==> src/rtl/bbd_pkg.sv <==
// shared types and constants of the bilinear bayer demosaic core
// no dependencies
`default_nettype none

package bbd_pkg;

  localparam int DEF_MAX_LINE_WIDTH = 512;

  localparam int FRAME_WIDTH_W  = 10;
  localparam int FRAME_HEIGHT_W = 12;
  localparam int ROW_W          = 12;
  localparam int PIX_W          = 8;
  localparam int CFG_INDEX_W    = 4;
  localparam int CFG_DATA_W     = 12;

  localparam logic [FRAME_WIDTH_W-1:0]  FRAME_WIDTH_RESET  = 10'd320;
  localparam logic [FRAME_HEIGHT_W-1:0] FRAME_HEIGHT_RESET = 12'd200;

  localparam logic [CFG_INDEX_W-1:0] REG_FRAME_WIDTH  = 4'd0;
  localparam logic [CFG_INDEX_W-1:0] REG_FRAME_HEIGHT = 4'd1;

  // depth of the queue between front and back, a power of two
  localparam int QUEUE_DEPTH = 4;

  // bayer site of the centre pixel, coded as {row odd, column odd}
  typedef enum logic [1:0] {
    SITE_BLUE    = 2'b00,
    SITE_GREEN_B = 2'b01,
    SITE_GREEN_R = 2'b10,
    SITE_RED     = 2'b11
  } site_t;

  // classified 3x3 window around one interior pixel
  typedef struct packed {
    logic [PIX_W-1:0] p_ul;
    logic [PIX_W-1:0] p_u;
    logic [PIX_W-1:0] p_ur;
    logic [PIX_W-1:0] p_l;
    logic [PIX_W-1:0] p_c;
    logic [PIX_W-1:0] p_r;
    logic [PIX_W-1:0] p_dl;
    logic [PIX_W-1:0] p_d;
    logic [PIX_W-1:0] p_dr;
    site_t            site;
    logic             last;
  } win_t;

endpackage

`default_nettype wire

==> src/rtl/bbd_queue.sv <==
// short fifo of classified windows between front and back
// depends on bbd_pkg
`default_nettype none

module bbd_queue import bbd_pkg::*; (
  input  wire  logic                           clk,
  input  wire  logic                           rst,
  input  wire  logic                           wr_en,
  input  wire  win_t                           wr_data,
  input  wire  logic                           rd_en,
  output win_t                                 rd_data,
  output logic                                 q_empty,
  output logic [$clog2(QUEUE_DEPTH+1)-1:0]     count
);

  localparam int PW = $clog2(QUEUE_DEPTH);
  localparam int CNW = $clog2(QUEUE_DEPTH + 1);

  win_t            entries [QUEUE_DEPTH];
  logic [PW-1:0]   wr_ptr;
  logic [PW-1:0]   rd_ptr;
  logic [CNW-1:0]  fill;

  always_ff @(posedge clk) begin
    if (wr_en) begin
      entries[wr_ptr] <= wr_data;
    end
  end

  always_ff @(posedge clk) begin
    if (rst) begin
      wr_ptr <= '0;
      rd_ptr <= '0;
      fill   <= '0;
    end else begin
      if (wr_en) begin
        wr_ptr <= wr_ptr + PW'(1);
      end
      if (rd_en) begin
        rd_ptr <= rd_ptr + PW'(1);
      end
      unique case ({wr_en, rd_en})
        2'b10:   fill <= fill + CNW'(1);
        2'b01:   fill <= fill - CNW'(1);
        default: fill <= fill;
      endcase
    end
  end

  assign rd_data = entries[rd_ptr];
  assign q_empty = (fill == '0);
  assign count   = fill;

endmodule

`default_nettype wire

==> config.mk <==
export PLATFORM = sky130hd
export DESIGN_NAME = bbd_queue
export DESIGN_NICKNAME = d
export VERILOG_FILES = /design/src/rtl/bbd_pkg.sv /design/src/rtl/bbd_queue.sv
export SDC_FILE = /design/constraint.sdc
export NUM_CORES = 1
export LEC_CHECK = 0
export BUFFER_PORTS_ARGS = -buffer_cell sky130_fd_sc_hd__buf_2
export CAP_MARGIN = 30
export CORE_AREA = 4 4 199 201
export CTS_CLUSTER_DIAMETER = 120
export DETAILED_ROUTE_END_ITERATION = 7
export DIE_AREA = 0 0 203 205
export SLEW_MARGIN = 20
export SYNTH_ARGS = -nofsm -noshare
export SYNTH_HDL_FRONTEND = slang
export SYNTH_SLANG_ARGS = --single-unit
==> constraint.sdc <==
create_clock -name clk -period 2.7 [get_ports clk]
set_input_delay 0.27 -clock clk [delete_from_list [all_inputs] [get_ports clk]]
set_output_delay 0.27 -clock clk [all_outputs]
set_load 0.03 [all_outputs]
==> results.cfg <==
[die]
coreArea_sq_mm = 0.0376
die_w_um = 203
initial_core_util_pct = 29.9
num_rows = 71
dieArea_sq_mm = 0.0416
chipHeight_um = 205
pin_count = 158

[place]
dp_hpwl_um = 12800
port_buffers = 157
dp_slack_ns = 0.702
numPlacedInstances = 1100
place.gp.congestion = 0.696

[sta]
max_slew_margin_pct = 64.3
fin_tns_setup_ns = 0
finalCriticalPeriod_ns = 2.44
finClkSkew_ns = 0.0151
maxSlewViolCount = 0
finalCritPeriodShare_pct = 90.3
worst_slack_ns = 0.262
rsz0062_at_grt = no
max_freq_ghz = 0.410
hold_viol = 0
tightest_slew_ns = 0.536
setup_viol = 0

[synth]
avgSynthCellArea_sq_um = 25.7
synth_edf_count = 300
synth.yosys.seq_area_share_pct = 81.7
yosysTopAreaCellShare_pct = 80.1
synth.net_count = 522
synth.distinct_cells = 20
netlist_area_sq_mm = 0.0112
ys.flop_type = edfxtp_1
ys_ff_latch = 309
yosys.area.top_type = edfxtp_1
syn_inst = 437
synth_common_cells = edfxtp_1 (300), mux4_2 (75), dfxtp_1 (9)
yosysMostFrequentCell = edfxtp_1
synth_area_leaders = edfxtp_1 (80%), mux4_2 (15%), dfxtp_1 (1.6%)
postSynth.asyncResetShare_pct = 0
synth_warnings = 0

[pwr]
leakage_nw = 4.91
max-vdd-ir-drop_v = 0.000528
p_per_area_mw_per_mm2 = 782
power.total_mw = 11.4

[setup_path]
required_ns = 2.43
crit_path_start_kind = flop
path_class = reg2out
endpoint_kind = output pin
crit_arrival_ns = 2.17
crit_fanout = 15

[hold_path]
hp-class = in2reg

[clock_tree]
cts_resized = 0
worstSkewPairLatency_ns = 0.51
htree_levels = 2
clock_path_buffers = 3
cts_tree = built
cts_buffers = 35
clkTransAtPathRegs_ns = 0.05
cts_root_buf = clkbuf_16
numClockSinks = 309

[detailed_routing]
via_count = 5334
avgRoutedWirePerCell_um = 18.2
via_per_inst = 4.32
drt-total-wl_um = 22500
drtIter0Drc = 171
detail-route-antenna-nets = 0
first_pass_iters = 4
drc = 0

[status]
status = completed

[grt]
use_met2_pct = 18.4
grt_busiest_layer = met2
grt_max_degree = 76
grt_pass1_vias = 5929
use_met3_pct = 3.07
grt_pass1_wl_um = 35000
grt_util_met1_pct = 14.0
overflow = 0
antenna_found_initial = 0
track_usage_pct = 11.0

[layout]
antenna_cells = 0
seq_area_sq_mm = 0.00920
final_util_pct = 38.8
area_delta_synth_final_pct = 29.7
nets = 786
nFillCells = 3393
finalNonFillerCells = 1236
multi_input_area_sq_mm = 0.00192
drive_above_1_share_pct = 41.0

[job]
maxCapViolations = 0
==> path summary, 6_finish.rpt <==
| check | from | endpoint | slack, ns | depth (start not counted) |
|---|---|---|---|---|
| worst min-delay path | rst | flop | 0.05 | 2 |
| worst max register to register | wr_ptr[0] | entries[3][47] | 1.01 | 3 |
| worst min register to register | rd_ptr[1] | flop | 0.53 | 2 |
| worst max-delay path | flop | rd_data[56] | 0.26 | 3 |
==> placed cells by master (no fill, tap or decap) <==
cell type,Yosys,routed
dfxtp_4,0,2
buf_12,0,7
inv_1,6,6
and2_4,0,4
buf_2,6,157
bufinv_16,0,2
mux4_2,75,75
clkinv_1,0,4
nor2_1,8,8
a21oi_1,2,2
clkinv_4,0,2
ha_1,5,5
dlygate4sd3_1,0,75
xnor2_1,2,2
xor2_1,3,3
edfxtp_1,300,300
nand2_1,1,1
or3_1,1,1
dfxtp_1,9,7
buf_4,2,5
clkinv_2,0,4
fa_1,1,1
o21ai_0,1,1
clkbuf_1,3,10
mux2i_1,1,1
clkbuf_16,0,37
clkinvlp_4,0,2
nor3_1,1,1
==> report_power, final <==
part           switching [mW]  internal [mW]  leakage [nW]  total, mW
clock network            1.76           2.70         0.526       4.45
registers              0.0650           5.51          2.83       5.57
logic                   0.841          0.545          1.55       1.39
==> registers in the layout, summed over array words and instances (netlist names), named ones only <==
| register | count |
|---|---|
| entries | 300 |
| rd_ptr | 2 |
| wr_ptr | 2 |
| count | 3 |
==> cell type report <==
| cell class | instances | area share, % |
|---|---|---|
| repair buffers | 244 | 11.8 |
| multi-input cells | 105 | 13.2 |
| well taps | 511 | 4.38 |
| flip-flops and latches | 309 | 63.1 |
| clock inverters | 14 | 0.875 |
| clock buffers | 47 | 6.61 |
| inverters | 6 | 0.154 |
==> routing by layer <==
layer / up-vias / part of all wire, %
li1: 2393 / -
met1: 2756 / 42
met2: 148 / 50
met3: 37 / 6.0
met4: 0 / 2.2
met5: - / 0
==> metrics by stage <==
step | hold slack [ns] | cell area, sq um
floorplan | 0.369 | 11300
global placement | 0.485 | 12700
detailed placement | 0.488 | 12700
CTS | 0.0177 | 14600
global route | 0.0333 | 14600
finish | 0.0456 | 14600
==> kinds of logic (layout without fill, tap and decap cells) <==
group,count (synthesis),count (layout),share of synthesized area [%]
AOI/OAI and AO/OA,3,3,0.133
adders and majority gates,6,6,0.734
muxes,76,76,15.1
DFF,309,309,81.7
xor gates and xnor gates,5,5,0.389
and+or+nand+nor,15,15,0.623
buffers and inverters,23,311,1.30
==> worst max-delay path: stages, from the launching register on <==
cell	delay (ns)
dfxtp_4	0.56
buf_4	0.34
mux4_2	0.55
buf_2	0.20
==> repair_timing <==
| item | CTS | global route |
|---|---|---|
| hold buffers | 75 | 0 |
| endpoints found under the hold margin | 300 | 0 |
| buffers inserted | 0 | 0 |
Power figures use the tool's default switching activity.
