File: src/rtl/bbd_pkg.sv
// shared types and constants of the bilinear bayer demosaic core
// no dependencies
`default_nettype none

package bbd_pkg;

  localparam int DEF_MAX_LINE_WIDTH = 512;

  localparam int FRAME_WIDTH_W  = 10;
  localparam int FRAME_HEIGHT_W = 12;
  localparam int ROW_W          = 12;
  localparam int PIX_W          = 8;
  localparam int CFG_INDEX_W    = 4;
  localparam int CFG_DATA_W     = 12;

  localparam logic [FRAME_WIDTH_W-1:0]  FRAME_WIDTH_RESET  = 10'd320;
  localparam logic [FRAME_HEIGHT_W-1:0] FRAME_HEIGHT_RESET = 12'd200;

  localparam logic [CFG_INDEX_W-1:0] REG_FRAME_WIDTH  = 4'd0;
  localparam logic [CFG_INDEX_W-1:0] REG_FRAME_HEIGHT = 4'd1;

  // depth of the queue between front and back, a power of two
  localparam int QUEUE_DEPTH = 4;

  // bayer site of the centre pixel, coded as {row odd, column odd}
  typedef enum logic [1:0] {
    SITE_BLUE    = 2'b00,
    SITE_GREEN_B = 2'b01,
    SITE_GREEN_R = 2'b10,
    SITE_RED     = 2'b11
  } site_t;

  // classified 3x3 window around one interior pixel
  typedef struct packed {
    logic [PIX_W-1:0] p_ul;
    logic [PIX_W-1:0] p_u;
    logic [PIX_W-1:0] p_ur;
    logic [PIX_W-1:0] p_l;
    logic [PIX_W-1:0] p_c;
    logic [PIX_W-1:0] p_r;
    logic [PIX_W-1:0] p_dl;
    logic [PIX_W-1:0] p_d;
    logic [PIX_W-1:0] p_dr;
    site_t            site;
    logic             last;
  } win_t;

endpackage

`default_nettype wire

File: src/rtl/bbd_back.sv
// back: interpolates blue, green and red from a classified window
// into the result register; depends on bbd_pkg
`default_nettype none

module bbd_back import bbd_pkg::*; (
  input  wire  logic              clk,
  input  wire  logic              rst,
  input  wire  logic              q_empty,
  input  wire  win_t              q_data,
  output logic                    q_pop,
  output logic                    empty,
  input  wire  logic              pop,
  output logic [PIX_W-1:0]        blue,
  output logic [PIX_W-1:0]        green,
  output logic [PIX_W-1:0]        red,
  output logic                    frame_last
);

  logic             out_valid;
  logic [PIX_W+1:0] edge_sum;
  logic [PIX_W+1:0] diag_sum;
  logic [PIX_W:0]   lr_sum;
  logic [PIX_W:0]   ud_sum;
  logic [PIX_W-1:0] edge_avg;
  logic [PIX_W-1:0] diag_avg;
  logic [PIX_W-1:0] lr_avg;
  logic [PIX_W-1:0] ud_avg;
  logic [PIX_W-1:0] blue_next;
  logic [PIX_W-1:0] green_next;
  logic [PIX_W-1:0] red_next;

  assign q_pop = !q_empty && (!out_valid || pop);
  assign empty = !out_valid;

  always_comb begin
    lr_sum   = {1'b0, q_data.p_l} + {1'b0, q_data.p_r};
    ud_sum   = {1'b0, q_data.p_u} + {1'b0, q_data.p_d};
    edge_sum = {1'b0, lr_sum} + {1'b0, ud_sum};
    diag_sum = {2'b0, q_data.p_ul} + {2'b0, q_data.p_ur} +
               {2'b0, q_data.p_dl} + {2'b0, q_data.p_dr};
    lr_avg   = lr_sum[PIX_W:1];
    ud_avg   = ud_sum[PIX_W:1];
    edge_avg = edge_sum[PIX_W+1:2];
    diag_avg = diag_sum[PIX_W+1:2];
  end

  always_comb begin
    unique case (q_data.site)
      SITE_RED: begin
        red_next   = q_data.p_c;
        green_next = edge_avg;
        blue_next  = diag_avg;
      end
      SITE_GREEN_R: begin
        red_next   = lr_avg;
        green_next = q_data.p_c;
        blue_next  = ud_avg;
      end
      SITE_GREEN_B: begin
        red_next   = ud_avg;
        green_next = q_data.p_c;
        blue_next  = lr_avg;
      end
      SITE_BLUE: begin
        red_next   = diag_avg;
        green_next = edge_avg;
        blue_next  = q_data.p_c;
      end
      default: begin
        red_next   = q_data.p_c;
        green_next = q_data.p_c;
        blue_next  = q_data.p_c;
      end
    endcase
  end

  always_ff @(posedge clk) begin
    if (rst) begin
      out_valid <= 1'b0;
    end else if (q_pop) begin
      out_valid <= 1'b1;
    end else if (pop) begin
      out_valid <= 1'b0;
    end
  end

  always_ff @(posedge clk) begin
    if (q_pop) begin
      blue       <= blue_next;
      green      <= green_next;
      red        <= red_next;
      frame_last <= q_data.last;
    end
  end

endmodule

`default_nettype wire

File: config.mk
export PLATFORM = sky130hd
export DESIGN_NAME = bbd_back
export DESIGN_NICKNAME = d
export VERILOG_FILES = /design/src/rtl/bbd_pkg.sv /design/src/rtl/bbd_back.sv
export SDC_FILE = /design/constraint.sdc
export NUM_CORES = 1
export LEC_CHECK = 0
export ABC_AREA = 0
export BUFFER_PORTS_ARGS = -buffer_cell sky130_fd_sc_hd__buf_2
export CORE_MARGIN = 10
export CORE_UTILIZATION = 45
export DETAILED_ROUTE_END_ITERATION = 16
export GPL_TIMING_DRIVEN = 1
export HOLD_SLACK_MARGIN = 0.02
export PLACE_DENSITY = 0.7
export SKIP_CTS_REPAIR_TIMING = 1
export SLEW_MARGIN = 10
export SYNTH_ARGS = -nofsm -noshare
export SYNTH_HDL_FRONTEND = slang
export SYNTH_SLANG_ARGS = --single-unit
File: constraint.sdc
create_clock -name clk -period 3.6 [get_ports clk]
set_input_delay 0.54 -clock clk [delete_from_list [all_inputs] [get_ports clk]]
set_output_delay 0.54 -clock clk [all_outputs]
set_load 0.02 [all_outputs]
==> impl_results.md <==
- Cell Pwr Density: approximately 420 nW/um^2
- Syn nets: 465
- Switching Fraction: around two fifths
- Clk slew on worst S/H paths: approximately 0.10 ns
- Setup crit end kind: flop
- Initial Util: between 40% and 50%
- Comb pwr share: 57.7%
- GP Congestion: 0.8554
- RSZ-0062 raised after global routing: no
- Post-route ant nets: 0
- Layout cell share with drive strength beyond 1: between 20% and 30%
- CP max stage delay: 0.52 ns
- Gate Count Post-Synth: 333
- 1st-iter DRT viols: 149
- GR Util All Layers: 13.85%
- Syn. warnings: 0
- Most used cell, CP: fa_1
- Final #Nets: 572
- Status: finished clean
- Sequential share of power: a little over a quarter
- Synth cell types: between 40 and 50
- Clock power share: between 15 and 20%
- H-Tree Depth: 1
- Initial antenna violation count: 0
- Async SR Flop Fraction: 0%
- Fin crit share: about nine tenths
- Die area: 10470 sq um
- Final WL: 7651 microns
- Clock buffer depth: 2
- Mapped cell area: 3048 sq um
- F_max: 307.6 MHz
- Most common cell after layout, fill and taps aside: buf_2
- Critical R2R Launch: out_valid$_SDFFE_PP0P_
- Area grow syn2layout: 23.07%
- Placed Area: about 3700 sq um
- Tmin final: around 3.3 ns
- First drt pass iteration count: 5
- Commonest cells after routing, fill and taps aside: 105 x buf_2, 63 x inv_1, 35 x ha_1
- Dpl cells: roughly 500
- Crit path cell chain: buf_2 -> inv_1 -> fa_1 -> inv_1 -> fa_1 -> nand2_1 -> nor2_1 -> fa_1 -> a211oi_1 -> nor2_1 -> or3_1 -> a22o_1 -> or2_0 -> a21oi_1
- PortBufs: 105
- Post-Route Skew: 0.01263 ns
- CTS Sinks: 26
- Io pins: 106
- Static leakage: 1.898 nW
- Required time worst endpoint: between 3 and 4 ns
- Most used DFF post-synth: edfxtp_1
- Hold Crit Start: rst
- Vert. Die Dim: 102.3 microns
- ANT cells: 0
- Detailed-route via count: 2738
- Setup crit start: q_data[4]
- Mapped Avg Cell Area: 9.153 sq um
- Vias per cell: 5.306
- First-pass GRT wire length: roughly 12000 microns
- # rows: 29
- Detailed placement HPWL: 6528 microns
- Largest net degree at the start of global routing: 30
- Final Max Slew Viols: 0
- Worst-path fanout max: 2
- Root Buffer: clkbuf_8
- Sw power: 0.6189 mW
- Final cell utilization of the core: 58.08%
- CP startpoint kind: primary input
- Max cap viols: 0
- Clk_lat worst skew: 0.28 ns
- Finished Layout Cells: 516
- TritonCTS clock tree: built
- Routed wire per std cell: 14.83 microns
- Arrival @ worst endpoint: 3.39 ns
- Setup TNS: 0 ns
- Synth area leader: edfxtp_1
- Crit path max-delay cell type: fa_1
- Fillers: 611
- Register area share after synthesis: about a quarter
- Largest cells by area after synthesis: edfxtp_1 25%, ha_1 14%, fa_1 12%, inv_1 7.8%, a21oi_1 4.3%
- Drc violations: 0
- Core ar.: 6459 sq um
- HP Class: in -> reg
- Actual slew at the worst max-slew pin: 1.060 ns
- Cell Int Power: 0.9472 mW
- Die width: 102.3 microns
- Total grt overflow: 0
- # setup viols final: 0
- Fin. Hold Viols: 0
- Number of buffers created by CTS: 3
- Vias in the first global route: 2675
- Post-synth EDFFs: 25
- Top-area cell type share of the netlist area: 24.63%
- Seq cells post-synth: 26
- Peak supply drop: 0.2805 mV
- Relative slew slack: around 29%
- Design Area, Final: 3751 sq um
- Kind of critical path: in -> reg
-- metrics by stage --
stage | total power [mW] | hold WS (ns) | setup WS, ns
after CTS | 1.568 | 0.4029 | 0.3359
after detailed placement | 1.320 | 0.4899 | 0.06372
final | 1.566 | 0.4090 | 0.3491
after floorplan | 1.073 | 0.4586 | 0.2361
after global placement | 1.299 | 0.4686 | 0.09186
after global routing | 1.694 | 0.4028 | 0.1328
-- metal layers --
| metal | vias up | track usage (%) | wire [microns] |
|---|---|---|---|
| met4 | 0 | 2.061 | 52 |
| met3 | 6 | 3.711 | 599 |
| li1 | 1384 | - | - |
| met1 | 1263 | 17.62 | 3213 |
| met5 | - | 0 | 0 |
| met2 | 85 | 23.41 | 3786 |
-- synth_stat cells (2+ instances only) --
master and number:
and3_1 3, or3_1 2, ha_1 35, nand2b_1 3, a221oi_1 6, inv_1 63, and2_1 2, o22ai_1 3
o21a_1 7, xor2_1 6, nor2b_1 8, a221o_1 5, fa_1 18, o21ai_1 6, nand3_1 4, xnor2_1 14
a211oi_1 3, a31oi_1 3, edfxtp_1 25, mux2i_1 5, nand2_1 14, a222oi_1 4, nor2_1 15, o21ai_0 12
a21oi_1 26, o31a_1 5, clkbuf_1 7, or2_2 2, a21o_1 7, o21bai_1 2
-- path summary, 6_finish.rpt --
path / cells after the start / to / slack (ns)
setup / recovery: 14 / red[5]$_DFFE_PP_ / 0.35
setup reg to reg: 3 / blue[0]$_DFFE_PP_ / 2.41
hold reg to reg: 2 / out_valid$_SDFFE_PP0P_ / 0.50
hold / removal: 2 / out_valid$_SDFFE_PP0P_ / 0.41
-- power groups by stage --
stage	sequential, mW	combinational, mW	clock [mW]
detailed placement	0.421	0.899	0
floorplan	0.481	0.592	0
CTS	0.414	0.904	0.250
finish	0.413	0.903	0.250
global placement	0.420	0.880	0
global route	0.418	1.01	0.261
-- sequential cells by signal, indices dropped and copies added, names as in the netlist --
register and cells:
blue 8, green 8, red 8, frame_last 1, out_valid 1
-- cells by family after synthesis --
kind of cell               synth area share (%)
buffers and inverters                     8.744
xor gates and xnor gates                  5.747
adders and majority gates                 26.19
DFF                                       25.29
AOI/OAI and AO/OA                         22.00
muxes                                     2.012
and+or+nand+nor                           10.02
-- layout make-up --
| class | count | area (sq um) | area share (%) |
|---|---|---|---|
| Clock buffer | 3 | 41.29 | 1.101 |
| Sequential cell | 26 | 770.7 | 20.55 |
| Inverter | 63 | 236.5 | 6.304 |
| Tap cell | 77 | 96.34 | 2.568 |
| Clock inverter | 1 | 30.03 | 0.8005 |
| Multi-Input combinational cell | 236 | 2013 | 53.67 |
| Timing Repair Buffer | 110 | 563.0 | 15.01 |
-- worst max-delay path, delay by kind of cell --
family	cells	cell delay (ns)
and+or+nand+nor	5	0.75
buffers and inverters	3	0.16
AOI/OAI and AO/OA	3	0.58
adders and majority gates	3	1.36
Note: power is estimated with default switching activity, not from simulation.
